**src/sv/lfmm_pkg.sv**
```systemverilog
// ----------------------------------------------------------------------------
// lfmm_pkg: shared types and constants for the line follow mode controller
// Mode and action codes, register indexes, reset values and bundles.
// ----------------------------------------------------------------------------
package lfmm_pkg;

  localparam int PWM_W  = 15;
  localparam int LVL_W  = 16;
  localparam int MASK_W = 4;
  localparam int CNT_W  = 8;
  localparam int IDX_W  = 3;

  typedef enum logic [2:0] {
    MODE_STOP   = 3'd0,
    MODE_TRACK  = 3'd1,
    MODE_TURN   = 3'd2,
    MODE_SEARCH = 3'd3,
    MODE_WIDE   = 3'd4
  } mode_t;

  typedef enum logic [1:0] {
    ACT_SAMPLE = 2'd0,
    ACT_START  = 2'd1,
    ACT_STOP   = 2'd2,
    ACT_NONE   = 2'd3
  } action_t;

  // register indexes
  localparam logic [IDX_W-1:0] REG_STRAIGHT     = 3'd0;
  localparam logic [IDX_W-1:0] REG_SLOW         = 3'd1;
  localparam logic [IDX_W-1:0] REG_OUTER        = 3'd2;
  localparam logic [IDX_W-1:0] REG_TURN         = 3'd3;
  localparam logic [IDX_W-1:0] REG_FILTER       = 3'd4;
  localparam logic [IDX_W-1:0] REG_SEARCH_RIGHT = 3'd5;

  // register reset values
  localparam logic [PWM_W-1:0] DEF_STRAIGHT     = 15'd600;
  localparam logic [PWM_W-1:0] DEF_SLOW         = 15'd300;
  localparam logic [PWM_W-1:0] DEF_OUTER        = 15'd700;
  localparam logic [PWM_W-1:0] DEF_TURN         = 15'd500;
  localparam logic [CNT_W-1:0] DEF_FILTER       = 8'd2;
  localparam logic             DEF_SEARCH_RIGHT = 1'b0;

  // sensor masks: bit0 left outer, bit1 left inner, bit2 right inner, bit3 right outer
  localparam logic [MASK_W-1:0] MASK_NONE     = 4'b0000;
  localparam logic [MASK_W-1:0] MASK_LO       = 4'b0001;
  localparam logic [MASK_W-1:0] MASK_LI       = 4'b0010;
  localparam logic [MASK_W-1:0] MASK_LO_LI    = 4'b0011;
  localparam logic [MASK_W-1:0] MASK_RI       = 4'b0100;
  localparam logic [MASK_W-1:0] MASK_CENTER   = 4'b0110;
  localparam logic [MASK_W-1:0] MASK_RO       = 4'b1000;
  localparam logic [MASK_W-1:0] MASK_RO_RI    = 4'b1100;

  typedef struct packed {
    logic [PWM_W-1:0] straight_pwm;
    logic [PWM_W-1:0] slow_pwm;
    logic [PWM_W-1:0] outer_pwm;
    logic [PWM_W-1:0] turn_pwm;
  } pwm_cfg_t;

  typedef struct packed {
    mode_t                    mode;
    logic signed [LVL_W-1:0]  left;
    logic signed [LVL_W-1:0]  right;
    logic                     heading_right;
  } drive_t;

endpackage

```
**src/sv/lfmm_drive.sv**
```systemverilog
// ----------------------------------------------------------------------------
// lfmm_drive: mask to mode and wheel level decode
// Maps the debounced sensor mask to a mode, signed wheel levels and heading.
// ----------------------------------------------------------------------------
module lfmm_drive (
  input  lfmm_pkg::pwm_cfg_t           cfg,
  input  logic [lfmm_pkg::MASK_W-1:0]  held,
  input  logic                         heading_in,
  output lfmm_pkg::drive_t             drive
);
  import lfmm_pkg::*;

  logic signed [LVL_W-1:0] straight_lvl;
  logic signed [LVL_W-1:0] slow_lvl;
  logic signed [LVL_W-1:0] outer_lvl;
  logic signed [LVL_W-1:0] turn_lvl;
  logic                    pivot_right;
  logic signed [LVL_W-1:0] pivot_left;

  assign straight_lvl = $signed({1'b0, cfg.straight_pwm});
  assign slow_lvl     = $signed({1'b0, cfg.slow_pwm});
  assign outer_lvl    = $signed({1'b0, cfg.outer_pwm});
  assign turn_lvl     = $signed({1'b0, cfg.turn_pwm});

  // turn: heading from which outer sensor fired; search: keep recorded heading
  always_comb begin
    if (held == MASK_NONE) begin
      pivot_right = heading_in;
    end else begin
      pivot_right = ~held[0];
    end
  end

  assign pivot_left = pivot_right ? turn_lvl : -turn_lvl;

  always_comb begin
    drive.heading_right = heading_in;
    unique case (held)
      MASK_CENTER: begin
        drive.mode  = MODE_TRACK;
        drive.left  = straight_lvl;
        drive.right = straight_lvl;
      end
      MASK_LI: begin
        drive.mode          = MODE_TRACK;
        drive.left          = slow_lvl;
        drive.right         = outer_lvl;
        drive.heading_right = 1'b0;
      end
      MASK_RI: begin
        drive.mode          = MODE_TRACK;
        drive.left          = outer_lvl;
        drive.right         = slow_lvl;
        drive.heading_right = 1'b1;
      end
      MASK_LO, MASK_LO_LI, MASK_RO, MASK_RO_RI: begin
        drive.mode          = MODE_TURN;
        drive.left          = pivot_left;
        drive.right         = -pivot_left;
        drive.heading_right = pivot_right;
      end
      MASK_NONE: begin
        drive.mode  = MODE_SEARCH;
        drive.left  = pivot_left;
        drive.right = -pivot_left;
      end
      default: begin
        drive.mode  = MODE_WIDE;
        drive.left  = slow_lvl;
        drive.right = slow_lvl;
      end
    endcase
  end

endmodule

```
**src/sv/line_follow_motor_mode_controller.sv**
```systemverilog
// ----------------------------------------------------------------------------
// line_follow_motor_mode_controller: debounced line sensor to motor commands
// Start/stop/sample beats in, one status beat out per input beat.
// ----------------------------------------------------------------------------
// Pipeline: input register, then the state/result register loaded by the
//   combinational decode.
// Throughput: one beat per cycle; the input register can take a beat while
//   a result waits, and stalls when both stages are full and m_axis_tready is low.
// Reset (rst, synchronous): stopped, levels zero, filter cleared, registers
//   back to their default values.
// ----------------------------------------------------------------------------
module line_follow_motor_mode_controller (
  input  logic                          clk,
  input  logic                          rst,
  // input stream; s_axis_tdata: action[1:0], sensor_mask[5:2], stop_reason[6], 0[7]
  input  logic                          s_axis_tvalid,
  output logic                          s_axis_tready,
  input  logic [7:0]                    s_axis_tdata,
  // result stream; m_axis_tdata: mode_now[2:0], left_drive[18:3],
  //   right_drive[34:19], reason_now[35], accepted_mask[39:36]
  output logic                          m_axis_tvalid,
  input  logic                          m_axis_tready,
  output logic [39:0]                   m_axis_tdata,
  // register write port
  input  logic                          cfg_we,
  input  logic [lfmm_pkg::IDX_W-1:0]    cfg_index,
  input  logic [lfmm_pkg::PWM_W-1:0]    cfg_data
);
  import lfmm_pkg::*;

  // configuration registers
  pwm_cfg_t         pwm_cfg;
  logic [CNT_W-1:0] filter_samples;
  logic             default_search_right;

  // input stage
  logic              in_full;
  action_t           in_action;
  logic [MASK_W-1:0] in_mask;
  logic              in_reason;

  // controller state; it is also the result held for the output side
  mode_t                   run_mode;
  logic                    run_reason;
  logic signed [LVL_W-1:0] left_level;
  logic signed [LVL_W-1:0] right_level;
  logic                    heading_right;
  logic [MASK_W-1:0]       pending_mask;
  logic [MASK_W-1:0]       held_mask;
  logic [CNT_W-1:0]        repeat_count;
  logic                    primed;
  logic                    out_valid;

  // next values
  mode_t                   run_mode_next;
  logic                    run_reason_next;
  logic signed [LVL_W-1:0] left_level_next;
  logic signed [LVL_W-1:0] right_level_next;
  logic                    heading_right_next;
  logic [MASK_W-1:0]       pending_mask_next;
  logic [MASK_W-1:0]       held_mask_next;
  logic [CNT_W-1:0]        repeat_count_next;
  logic                    primed_next;

  logic   fire;      // input stage item is processed this cycle
  drive_t drive;

  assign fire          = in_full & (~out_valid | m_axis_tready);
  assign s_axis_tready = ~in_full | fire;

  // config writes: the user writes only while idle; the block does not enforce it
  always_ff @(posedge clk) begin
    if (rst) begin
      pwm_cfg.straight_pwm <= DEF_STRAIGHT;
      pwm_cfg.slow_pwm     <= DEF_SLOW;
      pwm_cfg.outer_pwm    <= DEF_OUTER;
      pwm_cfg.turn_pwm     <= DEF_TURN;
      filter_samples       <= DEF_FILTER;
      default_search_right <= DEF_SEARCH_RIGHT;
    end else if (cfg_we) begin
      unique case (cfg_index)
        REG_STRAIGHT:     pwm_cfg.straight_pwm <= cfg_data;
        REG_SLOW:         pwm_cfg.slow_pwm     <= cfg_data;
        REG_OUTER:        pwm_cfg.outer_pwm    <= cfg_data;
        REG_TURN:         pwm_cfg.turn_pwm     <= cfg_data;
        REG_FILTER:       filter_samples       <= cfg_data[CNT_W-1:0];
        REG_SEARCH_RIGHT: default_search_right <= cfg_data[0];
        default: ;  // indexes past the list are dropped
      endcase
    end
  end

  // input register
  always_ff @(posedge clk) begin
    if (rst) begin
      in_full <= 1'b0;
    end else if (s_axis_tready) begin
      in_full <= s_axis_tvalid;
    end
  end

  always_ff @(posedge clk) begin
    if (s_axis_tvalid && s_axis_tready) begin
      in_action <= action_t'(s_axis_tdata[1:0]);
      in_mask   <= s_axis_tdata[5:2];
      in_reason <= s_axis_tdata[6];
    end
  end

  // mode and level decode of the freshly filtered mask
  lfmm_drive u_drive (
    .cfg        (pwm_cfg),
    .held       (held_mask_next),
    .heading_in (heading_right),
    .drive      (drive)
  );

  // debounce filter; a start from stop clears it
  always_comb begin
    pending_mask_next = pending_mask;
    held_mask_next    = held_mask;
    repeat_count_next = repeat_count;
    primed_next       = primed;

    unique case (in_action)
      ACT_SAMPLE: begin
        // first sample after start is taken at once; a change restarts the
        // count, a repeat counts up to filter_samples
        if (!primed) begin
          pending_mask_next = in_mask;
          held_mask_next    = in_mask;
          repeat_count_next = CNT_W'(1);
          primed_next       = 1'b1;
        end else if (in_mask != pending_mask) begin
          pending_mask_next = in_mask;
          repeat_count_next = CNT_W'(1);
        end else if (repeat_count < filter_samples) begin
          repeat_count_next = repeat_count + CNT_W'(1);
        end
        if (repeat_count_next >= filter_samples) begin
          held_mask_next = pending_mask_next;
        end
      end
      ACT_START: begin
        if (run_mode == MODE_STOP) begin
          pending_mask_next = '0;
          held_mask_next    = '0;
          repeat_count_next = '0;
          primed_next       = 1'b0;
        end
      end
      default: ;
    endcase
  end

  always_comb begin
    run_mode_next      = run_mode;
    run_reason_next    = run_reason;
    left_level_next    = left_level;
    right_level_next   = right_level;
    heading_right_next = heading_right;

    unique case (in_action)
      ACT_SAMPLE: begin
        // while stopped only the filter moves
        if (run_mode != MODE_STOP) begin
          run_mode_next      = drive.mode;
          left_level_next    = drive.left;
          right_level_next   = drive.right;
          heading_right_next = drive.heading_right;
        end
      end
      ACT_START: begin
        if (run_mode == MODE_STOP) begin
          heading_right_next = default_search_right;
          run_mode_next      = MODE_TRACK;
          left_level_next    = '0;
          right_level_next   = '0;
          run_reason_next    = 1'b1;
        end
      end
      ACT_STOP: begin
        run_mode_next    = MODE_STOP;
        left_level_next  = '0;
        right_level_next = '0;
        run_reason_next  = in_reason;
      end
      default: ;  // unused action: state unchanged, result still sent
    endcase
  end

  // state / result register
  always_ff @(posedge clk) begin
    if (rst) begin
      run_mode      <= MODE_STOP;
      run_reason    <= 1'b0;
      left_level    <= '0;
      right_level   <= '0;
      heading_right <= DEF_SEARCH_RIGHT;
      pending_mask  <= '0;
      held_mask     <= '0;
      repeat_count  <= '0;
      primed        <= 1'b0;
    end else if (fire) begin
      run_mode      <= run_mode_next;
      run_reason    <= run_reason_next;
      left_level    <= left_level_next;
      right_level   <= right_level_next;
      heading_right <= heading_right_next;
      pending_mask  <= pending_mask_next;
      held_mask     <= held_mask_next;
      repeat_count  <= repeat_count_next;
      primed        <= primed_next;
    end
  end

  always_ff @(posedge clk) begin
    if (rst) begin
      out_valid <= 1'b0;
    end else if (fire) begin
      out_valid <= 1'b1;
    end else if (m_axis_tready) begin
      out_valid <= 1'b0;
    end
  end

  // state only moves on fire, which also reloads the result beat
  assign m_axis_tvalid = out_valid;
  assign m_axis_tdata  = {held_mask, run_reason, right_level, left_level, run_mode};

endmodule

```
**config.mk**
```make
export PLATFORM = sky130hd
export DESIGN_NAME = line_follow_motor_mode_controller
export DESIGN_NICKNAME = d
export VERILOG_FILES = /design/src/sv/lfmm_pkg.sv /design/src/sv/lfmm_drive.sv /design/src/sv/line_follow_motor_mode_controller.sv
export SDC_FILE = /design/constraint.sdc
export NUM_CORES = 1
export LEC_CHECK = 0
export BUFFER_PORTS_ARGS = -buffer_cell sky130_fd_sc_hd__buf_2
export CORE_ASPECT_RATIO = 1.25
export CORE_MARGIN = 2
export CORE_UTILIZATION = 55
export DETAILED_ROUTE_END_ITERATION = 6
export PLACE_DENSITY = 0.73
export SLEW_MARGIN = 20
export SYNTH_ARGS = -nofsm -noshare
export SYNTH_HDL_FRONTEND = slang
export SYNTH_SLANG_ARGS = --single-unit
```
**constraint.sdc**
```tcl
create_clock -name clk -period 8.1 [get_ports clk]
set_clock_uncertainty 0.05 [all_clocks]
set_input_delay 1.62 -clock clk [delete_from_list [all_inputs] [get_ports clk]]
set_output_delay 1.62 -clock clk [all_outputs]
set_load 0.005 [all_outputs]
```
Word-level counts from Yosys, hierarchy flattened
Index checks and enable logic that the tools add are counted.
- order comparisons: 2
- reduce and logical (&&, ||, !) cells: 21
- multiplexer cells: 35
- add/subtract/negate cells: 3
- bitwise operators: 6
- equal/unequal tests: 18
- operator list (kind ; count):
    $pmux 35 s5 ; 1
    $pmux 16 s3 ; 2
    $mux 16 ; 4
    $mux 8 ; 5
    $mux 4 ; 6
    $neg 15->16 ; 1
    $neg 16->16 ; 1
    $pmux 4 s2 ; 2
    $pmux 8 s2 ; 1
    $reduce_and 2->1 ; 6
    $pmux 3 s3 ; 1
    $add 8x1->8 const B ; 1
    $eq 4x2->1 const B ; 2
    $eq 4x3->1 const B ; 2
    $eq 4x4->1 const B ; 2
    $ge 8x8->1 ; 1
    $lt 8x8->1 ; 1
    $mux 1 ; 7
    $eq 3x2->1 const B ; 2
    $eq 3x3->1 const B ; 2
    $logic_not 3->1 ; 2
    $mux 3 ; 2
    $pmux 1 s2 ; 3
    $reduce_and 3->1 ; 2
    other kinds (19) ; 26
- output and inout port bits: 42
- input port bits: 31
- register bits: 132

Longest topological paths before layout
Gate-level depths: netlist of the first run.
- depth in word-level cells: 15
- depth in mapped cells: 24
- gate-level depth less buffers: 22

Modules after synthesis
A second synthesis of the first run with hierarchy kept.
- cells, all modules: 922
- area, all modules: 7290.7 µm²
- modules (own cells, without submodules) (module ; area an instance (µm²) ; cells an instance ; seq. area each (µm²) ; times used):
    line_follow_motor_mode_controller ; 5614.1 ; 668 ; 2712.6 ; 1
    lfmm_drive ; 1676.6 ; 254 ; 0.0 ; 1

Worst setup path before layout of the first run
Ideal clock, no wire load.
- kind: reg-to-reg
- from: register filter_samples[1]
- to: register right_level[14]
- data arrival time: 4.584 ns
- setup slack: 3.336 ns
- path buffers: 2
- stages on the path, launching flop included: 24
- cells stage by stage: dfxtp_1 > inv_1 > ha_1 > a21o_1 > a21o_1 > a21o_1 > a21oi_1 > o21ai_0 > a21boi_0 > nand3_1 > xor2_1 > nor2_1 > ha_1 > and4_1 > a211oi_2 > a21boi_1 > a22oi_1 > nor3_1 > buf_2 > buf_2 > a222oi_1 > a21oi_1 > a311oi_1 > o41ai_1
- cells in the longest elaborated chain, start to end: 15
- elaborated cells between the ends (all ways): 24
- those cells by class: add/sub (1); order compare (2); eq/ne (7); mux (11); bitwise (1); reduce/logical (2)
- ends and longest elaborated chain (item ; line ; text):
    start, declared ; line_follow_motor_mode_controller.sv:33 ; logic [CNT_W-1:0] filter_samples;
    start signal, assigned ; line_follow_motor_mode_controller.sv:86 ; REG_FILTER: filter_samples <= cfg_data[CNT_W-1:0];
    $lt 8x8->1 ; line_follow_motor_mode_controller.sv:137 ; end else if (repeat_count < filter_samples) begin
    $mux 8 ; line_follow_motor_mode_controller.sv:137 ;
    $mux 8 ; line_follow_motor_mode_controller.sv:134 ; end else if (in_mask != pending_mask) begin
    $mux 8 ; line_follow_motor_mode_controller.sv:129 ; if (!primed) begin
    $mux 8 ; line_follow_motor_mode_controller.sv:125 ; unique case (in_action)
    $ge 8x8->1 (*) ; line_follow_motor_mode_controller.sv:140 ; if (repeat_count_next >= filter_samples) begin
    $mux 4 (*) ; line_follow_motor_mode_controller.sv:140 ;
    $pmux 4 s2 (*) ; line_follow_motor_mode_controller.sv:125 ;
    $logic_not 4->1 / $not 1->1 (equally long branches) ; lfmm_drive.sv:27, lfmm_drive.sv:38, lfmm_drive.sv:30 ;
    $mux 1 ; lfmm_drive.sv:27 ; if (held == MASK_NONE) begin
    $mux 16 ; lfmm_drive.sv:34 ; assign pivot_left = pivot_right ? turn_lvl : -turn_lvl;
    $neg 16->16 ; lfmm_drive.sv:59, lfmm_drive.sv:65 ;
    $pmux 35 s5 (*) ; lfmm_drive.sv:38 ; unique case (held)
    $mux 16 (*) ; line_follow_motor_mode_controller.sv:166 ; if (run_mode != MODE_STOP) begin
    $pmux 16 s3 (*) ; line_follow_motor_mode_controller.sv:163 ; unique case (in_action)
    end signal, assigned ; line_follow_motor_mode_controller.sv:208 ; right_level <= right_level_next;
    end, declared ; line_follow_motor_mode_controller.sv:46 ; logic signed [LVL_W-1:0] right_level;
Mark *: on every way between the ends. The rest lies on a longest branch, timed or not. The select of a mux whose other input is x is not followed.
A chain may end at the register's enable or synchronous reset.

Final worst setup path of the first run
- from: register filter_samples[1]
- to: register right_level[9]
The elaborated chain is that of the path after synthesis.

==> results of run 1 <==
kinds of logic after synthesis:
logic type	after synthesis	synth area share (%)
compound gates	297	26.4
xor+xnor	36	4.19
fa+ha+maj	20	3.32
buf+inv	78	4.39
flops	132	36.0
mux	4	0.548
simple gates	412	25.1
per-layer routing:
layer	GRT usage, %	part of all wire (%)	vias up
met5	0	0	-
met4	13.6	3.2	0
met3	6.32	7.7	56
met2	48.9	46	334
met1	43.3	44	3495
li1	-	-	3591
final cells by class:
type / count / area (sq um)
clock inverter: 14 / 174
multi-input combinational: 769 / 4490
timing repair buffer: 82 / 438
tap: 171 / 214
clock buffer: 18 / 439
inverter: 14 / 52.6
fill: 1253 / 4770
sequential: 132 / 2710
where the power goes:
group / total (mW) / internal [mW] / switching (mW)
logic: 0.226 / 0.0798 / 0.147
registers: 0.692 / 0.674 / 0.0187
clock network: 0.798 / 0.494 / 0.304
total: 1.72 / 1.25 / 0.469
metrics by stage:
stage | util (%) | total power [mW] | setup WS, ps
after floorplan | - | 0.858 | 3340
after global placement | 59.5 | 0.924 | 2210
after detailed placement | 59.5 | 0.927 | 2180
after CTS | 64.1 | 1.72 | 2130
after global routing | 64.1 | 1.78 | 1480
final | 64.1 | 1.72 | 2000
synth_stat cells, drive strengths merged (11+ instances only):
cell type / instances / area share [%]
nand2: 216 / 11
dfxtp: 125 / 33
xor2: 22 / 2.6
nor2: 61 / 3.0
clkbuf: 44 / 2.2
nand2b: 11 / 0.91
o21ai: 53 / 3.6
a21oi: 99 / 6.7
o211ai: 16 / 1.6
a211oi: 12 / 1.3
buf: 20 / 1.5
a22oi: 23 / 2.3
xnor2: 14 / 1.6
nand3: 45 / 3.0
ha: 20 / 3.3
a21o: 12 / 1.2
inv: 13 / 0.65
nor3: 21 / 1.5
flip-flops by register name, summed over array words and instances (netlist names):
name,flops
run_mode,3
in_full,1
heading_right,1
primed,1
in_mask,4
default_search_right,1
in_action,2
run_reason,1
m_axis_tvalid,1
pwm_cfg,60
held_mask,4
filter_samples,8
pending_mask,4
repeat_count,8
left_level,16
right_level,16
in_reason,1
critical path, stage by stage (launching register included):
cell and delay [ps]:
dfxtp_1 300, inv_1 60, ha_1 290, a21o_1 180, a21o_1 180, a21o_1 170, a21oi_1 120, o21ai_0 200
a21boi_1 390, nand3_1 210, xor2_1 180, nor2_1 110, ha_1 270, a21o_1 190, a211oi_2 510, nand2_1 170
o21ai_1 270, a22oi_1 240, nor3_2 820, buf_4 390, a22oi_1 120, and3_1 200, a221o_1 290, a21oi_1 100
worst min path at each step:
stage / start / to / slack (ps) / cells after the start
5_1_grt: left_level[5] / left_level[5] / 410 / 2
6_report: left_level[5] / left_level[5] / 390 / 2
3_5_place_dp: left_level[5] / left_level[5] / 390 / 2
4_1_cts: left_level[5] / left_level[5] / 390 / 2
2_1_floorplan: pwm_cfg[48] / pwm_cfg[48] / 380 / 2
3_3_place_gp: left_level[5] / left_level[5] / 380 / 2
==> metrics.txt, run 1 <==
initial core utilization=56.6%; number of global-route vias before repair=a little under 7,000; Syn Area/Cell=7.69 sq um; syn_nets=approximately 1,000; FP Rows=47; Setup TNS=0 ps; min-delay worst type=reg2reg; area of the mapped netlist=around 7500 sq um; worst skew pair latency=430 ps; largest net degree at the start of global routing=68; ys async rst share=0%; sequential-to-total area share from yosys stat=36.0%; Mapped Cells=979; min Tclk post-route=6100 ps; Ant. Diodes=0; Setup crit end=right_level[9]; synth unique cells=86; status=finished, final reports clean; total vias in the final route=approximately 7,500; Worst Setup SP=filter_samples[1]; hold buffer count at CTS=0; peak supply drop=~0.14 mV; drc violations=0; Worst R2R End=right_level[9]; number of synthesized flops with an enable pin=7; RSZ-0062 raised after global routing=no; fin area=between 8000 and 9000 sq um; CTS Sinks=132; hpwl dp=16,000 um; FF-to-FF Start=filter_samples[1]; Slew Viols, Final=0; final hold violations=0; 1st-iter DRT viols=around 640; Setup Fix Bufs, Post-CTS=0; routability cong.=1.01; Syn. warnings=0; dpl cells=~1,200; first-pass GRT wire length=35,800 um; most frequent cells in the layout=nand2_1 (214), dfxtp_1 (125), a21oi_1 (97), buf_2 (71), nor2_1 (61); leakage power total=3.34 nW; Tcrit/Tclk final=75.4%; ys flop type=dfxtp_1; CTS resizes=0; nets@finish=1,067; CTS tree=built; Area Growth Syn to Fin=13.2%; Worst EP arrival=6410 ps; Fin Hold WS=393 ps; share of cells above drive strength 1=13.9%; reg2reg path depth=23; worst-case clock buffer depth=2; Final Non-Filler Cells=1,200; Routed Antenna Nets=0; Req. time, crit path=roughly 8400 ps; DR vias/cell=6.23; Worst setup EP type=flip-flop; startpoint type of the worst setup path=flip-flop; initial antenna violation count=0; Post-Route WL=22,600 um; H-tree Lvls=4; max-cap violations=0; total core area=around 13,000 sq um; #FFs+latches synth=between 100 and 150; Die ar.=14,600 sq um; I/O pin count=73; CTS root buf=clkbuf_16; IO buf count=71; Chip Width=109 um; Worst slew margin=between 20% and 30%; commonest non-fill, non-tap cell in the layout=nand2_1; Worst Path Max Fanout=18; flop-to-flop setup slack=2000 ps; worst slew pin tran=1180 ps; total track usage=between 30% and 40%; Die Y=135 um; f_max=164 MHz; pwr dens=around 200 nW/um^2; Final setup viols=0; CP Class=reg2reg; drt first pass iters=7; WL/cell=18.8 um; final global-route overflow total=0; clock slew at reported path FFs=60 ps; CTS buffer count=17; Placed Area=roughly 7900 sq um
(Power assumes the default switching activity.)
==> inputs of run 2 (changes only) <==
--- a/config.mk
+++ b/config.mk
@@ -8,9 +8,9 @@
 export BUFFER_PORTS_ARGS = -buffer_cell sky130_fd_sc_hd__buf_2
 export CORE_ASPECT_RATIO = 1.25
 export CORE_MARGIN = 2
-export CORE_UTILIZATION = 55
+export CORE_UTILIZATION = 54
 export DETAILED_ROUTE_END_ITERATION = 6
-export PLACE_DENSITY = 0.73
+export PLACE_DENSITY = 0.75
 export SLEW_MARGIN = 20
 export SYNTH_ARGS = -nofsm -noshare
 export SYNTH_HDL_FRONTEND = slang
==> constraint.sdc (replaced) <==
create_clock -name clk -period 5.6 [get_ports clk]
set_clock_uncertainty 0.05 [all_clocks]
set_input_delay 1.12 -clock clk [delete_from_list [all_inputs] [get_ports clk]]
set_output_delay 1.12 -clock clk [all_outputs]
set_load 0.005 [all_outputs]
==> metrics.txt, run 2 (synthesized netlist as in run 1, its figures left out) <==
sequential share of power=approximately two fifths; I/O pin count=73; pwr dens=283 nW/um^2; total track usage=~31%; initial core utilization=55.0%; startpoint type of the worst setup path=flip-flop; Setup Fix Bufs, Post-CTS=0; first-pass GRT wire length=35,500 um; Combinational Power Share=14.1%; Die Y=around 140 um; worst slew pin tran=941 ps; dpl cells=1,184; Final setup viols=0; drc violations=0; initial antenna violation count=0; fin area=just under 9000 sq um; largest net degree at the start of global routing=55; total core area=13,700 sq um; filler instances=~1,200; CTS buffer count=17; DR vias/cell=6.25; FP Rows=48; Die ar.=around 15,000 sq um; CP Class=reg2reg; Post-Route WL=22,800 um; min Tclk post-route=approximately 5300 ps; Worst EP arrival=approximately 5500 ps; NetSw=between 600 and 700 uW; Tcrit/Tclk final=93.9%; Slew Viols, Final=0; PnR Total Power=2.46 mW; hpwl dp=15,700 um; worst skew pair latency=430 ps; hold buffer count at CTS=0; clock slew at reported path FFs=roughly 60 ps; Reg area=2710 sq um; clock share of power=45.1%; leakage power total=3.41 nW; worst-case clock buffer depth=2; total vias in the final route=7,605; Worst slew margin=36.8%; Placed Area=approximately 8000 sq um; IO buf count=71; Worst setup EP type=flip-flop; Area Growth Syn to Fin=15.1%; register bank with the most flops=pwm_cfg; Top Registers=pwm_cfg x60, left_level x16, right_level x16; Setup TNS=0 ps; Final WS setup=344 ps; H-tree Lvls=4; routability cong.=1.02; Final Non-Filler Cells=1,216; number of flip-flops under the largest register name=60; f_max=190 MHz; nets@finish=1,079; peak supply drop=0.265 mV; final global-route overflow total=0; CTS Sinks=132; CTS resizes=0; area of the multi-input gates=4530 sq um; most frequent cells in the layout=nand2_1 (214), dfxtp_1 (125), a21oi_1 (97), buf_2 (71), nor2_1 (60); sw frac=27.6%; number of global-route vias before repair=6,722; commonest non-fill, non-tap cell in the layout=nand2_1; drt first pass iters=7; Placement Setup Slack=roughly 73 ps; WL/cell=18.8 um; min-delay worst type=reg2reg; share of cells above drive strength 1=approximately 15%; final hold violations=0; RSZ-0062 raised after global routing=no; max-cap violations=0; Pint=1.78 mW; Worst Path Max Fanout=20; 1st-iter DRT viols=673; CTS root buf=clkbuf_16; Chip Width=about 110 um; Routed Antenna Nets=0; CTS tree=built; Req. time, crit path=between 5000 and 6000 ps; status=finished, final reports clean; Ant. Diodes=0
run 2: cell type report:
class	count	share of cell area, %
clock buffers	20	5.27
clock inverters	12	1.49
inverters	14	0.606
multi-input cells	769	52.3
flip-flops and latches	132	31.3
well taps	175	2.53
repair buffers	94	6.52
run 2: final timing paths:
kind,startpoint,end,slack [ps],cells after the start
max,filter_samples[1],left_level[7],340,23
min,right_level[2],right_level[2],400,2
max reg2reg,filter_samples[1],left_level[7],340,23
min reg2reg,right_level[2],right_level[2],400,2
run 2: worst max-delay path, cell delays in order (launching register included):
cell	delay, ps
dfxtp_1	310
inv_1	70
ha_1	300
a21o_1	150
a21o_1	170
a21o_1	170
a21oi_1	130
o21ai_0	210
a21boi_1	240
buf_4	160
xnor2_1	110
nor2_1	70
ha_1	310
a21oi_1	160
a21oi_1	110
o211ai_1	490
a21boi_1	250
a22o_1	350
a2bb2o_1	340
buf_12	170
a21o_1	170
a221oi_1	210
o21ai_0	170
a32o_1	270
run 2: power groups by stage:
stage | clock, mW | sequential (mW) | combinational [mW]
after floorplan | 0 | 1.01 | 0.230
after global placement | 0 | 1.02 | 0.329
after detailed placement | 0 | 1.02 | 0.332
after CTS | 1.11 | 1.00 | 0.335
after global routing | 1.15 | 1.01 | 0.374
final | 1.11 | 1.00 | 0.345
run 2: per-layer routing:
layer  vias up  global-route usage [%]  wire (um)
met1      3572                    41.3       9760
met5         -                       0          0
met3        67                    7.53       1880
met2       343                    48.8      10400
li1       3623                       -          -
met4         0                    12.2        789
run 2: metrics by stage:
| stage | hold slack [ps] | util [%] |
|---|---|---|
| after floorplan | 382 | - |
| after global placement | 384 | 58.7 |
| after detailed placement | 391 | 58.7 |
| after CTS | 405 | 63.0 |
| after global routing | 426 | 63.3 |
| final | 402 | 63.3 |
==> inputs of run 3 (changes only) <==
--- a/config.mk
+++ b/config.mk
@@ -11,6 +11,7 @@
 export CORE_UTILIZATION = 54
 export DETAILED_ROUTE_END_ITERATION = 6
 export PLACE_DENSITY = 0.75
+export RECOVER_POWER = 100
 export SLEW_MARGIN = 20
 export SYNTH_ARGS = -nofsm -noshare
 export SYNTH_HDL_FRONTEND = slang
==> metrics.txt, run 3 (synthesized netlist as in run 1, its figures left out) <==
status=finished with violations; hold buffer count at CTS=0; slowest CP cell=a2111oi_0; pwr dens=285 nW/um^2; cell family with most CP delay=compound AO/OA/AOI/OAI gates; max layer used=met4; min Tclk post-route=between 5000 and 6000 ps; Area Growth Syn to Fin=14.3%; initial core utilization=between 50% and 60%; max-cap violations=3; CTS Sinks=132; H-tree Lvls=4; CP Class=reg2reg; Req. time, crit path=between 5000 and 6000 ps; hpwl dp=15,700 um; Fin Hold WS=slightly above 400 ps; nets@finish=1,079; initial antenna violation count=0; startpoint type of the worst setup path=flip-flop; number of global-route vias before repair=6,722; wire length on met3=just over 2000 um; Setup Fix Bufs, Post-CTS=0; flop-to-flop setup slack=290 ps; f_max=188 MHz; WL/cell=18.8 um; CTS root buf=clkbuf_16; total track usage=a little under a third; worst hold start=right_level[2]; DR vias/cell=6.28; clock slew at reported path FFs=~60 ps; Routed Antenna Nets=0; Post-Route WL=between 20,000 and 25,000 um; worst skew pair latency=430 ps; worst slew pin tran=about 2600 ps; Placement Setup Slack=73.4 ps; Worst setup EP type=flip-flop; total core area=13,700 sq um; Worst R2R End=right_level[14]; min-delay worst type=reg2reg; share of cells above drive strength 1=11.8%; Worst EP arrival=5560 ps; FP Rows=48; number of flip-flops under the largest register name=60; largest net degree at the start of global routing=55; drt first pass iters=7; routed wl met2=10,500 um; dpl cells=1,184; Die Y=~140 um; Worst Path Max Fanout=8; first-pass GRT wire length=around 36,000 um; 1st-iter DRT viols=642; crit-path cells=inv_1, ha_1, a21o_1, a21o_1, a21o_1, a21oi_1, o21ai_0, a21boi_1, nand3_1, xor2_1, nor2_1, ha_1, and4_1, a211oi_2, buf_4, o221ai_1, a2111oi_0, a2111oi_4, o221a_4, and2_4, a311oi_1, o41ai_1; worst-case clock buffer depth=2; worst hold path endpoint=right_level[2]; Worst slew margin=-72.9%; FF-to-FF Start=filter_samples[1]; final hold violations=0; Final setup viols=0; reg2reg path depth=22; IO buf count=71; Setup TNS=0 ps; CTS buffer count=17; Buf+Inv Stages, Crit Path=2; total vias in the final route=7,638; peak supply drop=0.265 mV; commonest non-fill, non-tap cell in the layout=nand2_1; routability cong.=1.02; Slew Viols, Final=~120; CP max stage delay=around 790 ps; CTS resizes=0; drc violations=2; most frequent cell on the critical path=a21o_1; Tcrit/Tclk final=94.7%; violated checks=design-rule violations, max-capacitance violations, max-slew violations; Ant. Diodes=0; filler instances=1,256; Final Non-Filler Cells=1,216; I/O pin count=73; Met1 Wirelength=roughly 9600 um; Final WS setup=between 200 and 300 ps; final global-route overflow total=0; most frequent cells in the layout=nand2_1 (214), dfxtp_1 (125), a21oi_1 (97), nor2_1 (60), o21ai_0 (50); Die ar.=~15,000 sq um; Top Registers=pwm_cfg x60, left_level x16, right_level x16; CTS tree=built; RSZ-0062 raised after global routing=no; register bank with the most flops=pwm_cfg; Hold Path Depth=2; leakage power total=approximately 3.3 nW; Chip Width=110 um
## run 3: metal layers
layer  vias up  track usage (%)
met4         0             12.2
li1       3627                -
met1      3588             41.3
met3        58             7.53
met5         -                0
met2       365             48.8
## run 3: area by class of cell
class	instances	area [sq um]	share of cell area, %
Clock buffer	20	457	5.31
Sequential cell	132	2710	31.5
Multi-Input combinational cell	769	4530	52.6
Timing Repair Buffer	94	512	5.94
Inverter	14	52.6	0.610
Tap cell	175	219	2.54
Clock inverter	12	129	1.50
## run 3: worst max-delay path by stage
stage	endpoint	from	depth (start not counted)	slack [ps]
finish	right_level[14]	filter_samples[1]	22	290
global route	left_level[12]	filter_samples[1]	24	40
CTS	right_level[14]	filter_samples[1]	24	30
detailed placement	right_level[14]	filter_samples[1]	24	70
global placement	right_level[14]	filter_samples[1]	24	230
floorplan	right_level[14]	filter_samples[1]	23	840
## run 3: where the power goes
part	leakage [nW]	internal, mW	switching, mW
registers	1.08	0.975	0.0276
clock network	0.282	0.677	0.434
logic	1.89	0.124	0.217
total	3.26	1.78	0.679
## run 3: per-stage QoR
stage / area, sq um / utilization (%) / power (mW)
final: 8610 / 62.9 / 2.45
after global routing: 8610 / 62.9 / 2.52
after CTS: 8630 / 63.0 / 2.45
after detailed placement: 8040 / 58.7 / 1.35
after global placement: 8040 / 58.7 / 1.35
after floorplan: 7530 / - / 1.24
## run 3: worst min-delay path: cells and delay by family (launching register included)
kind	cells	cell delay (ps)
AOI/OAI and AO/OA	1	50
DFF	1	320
and+or+nand+nor	1	50
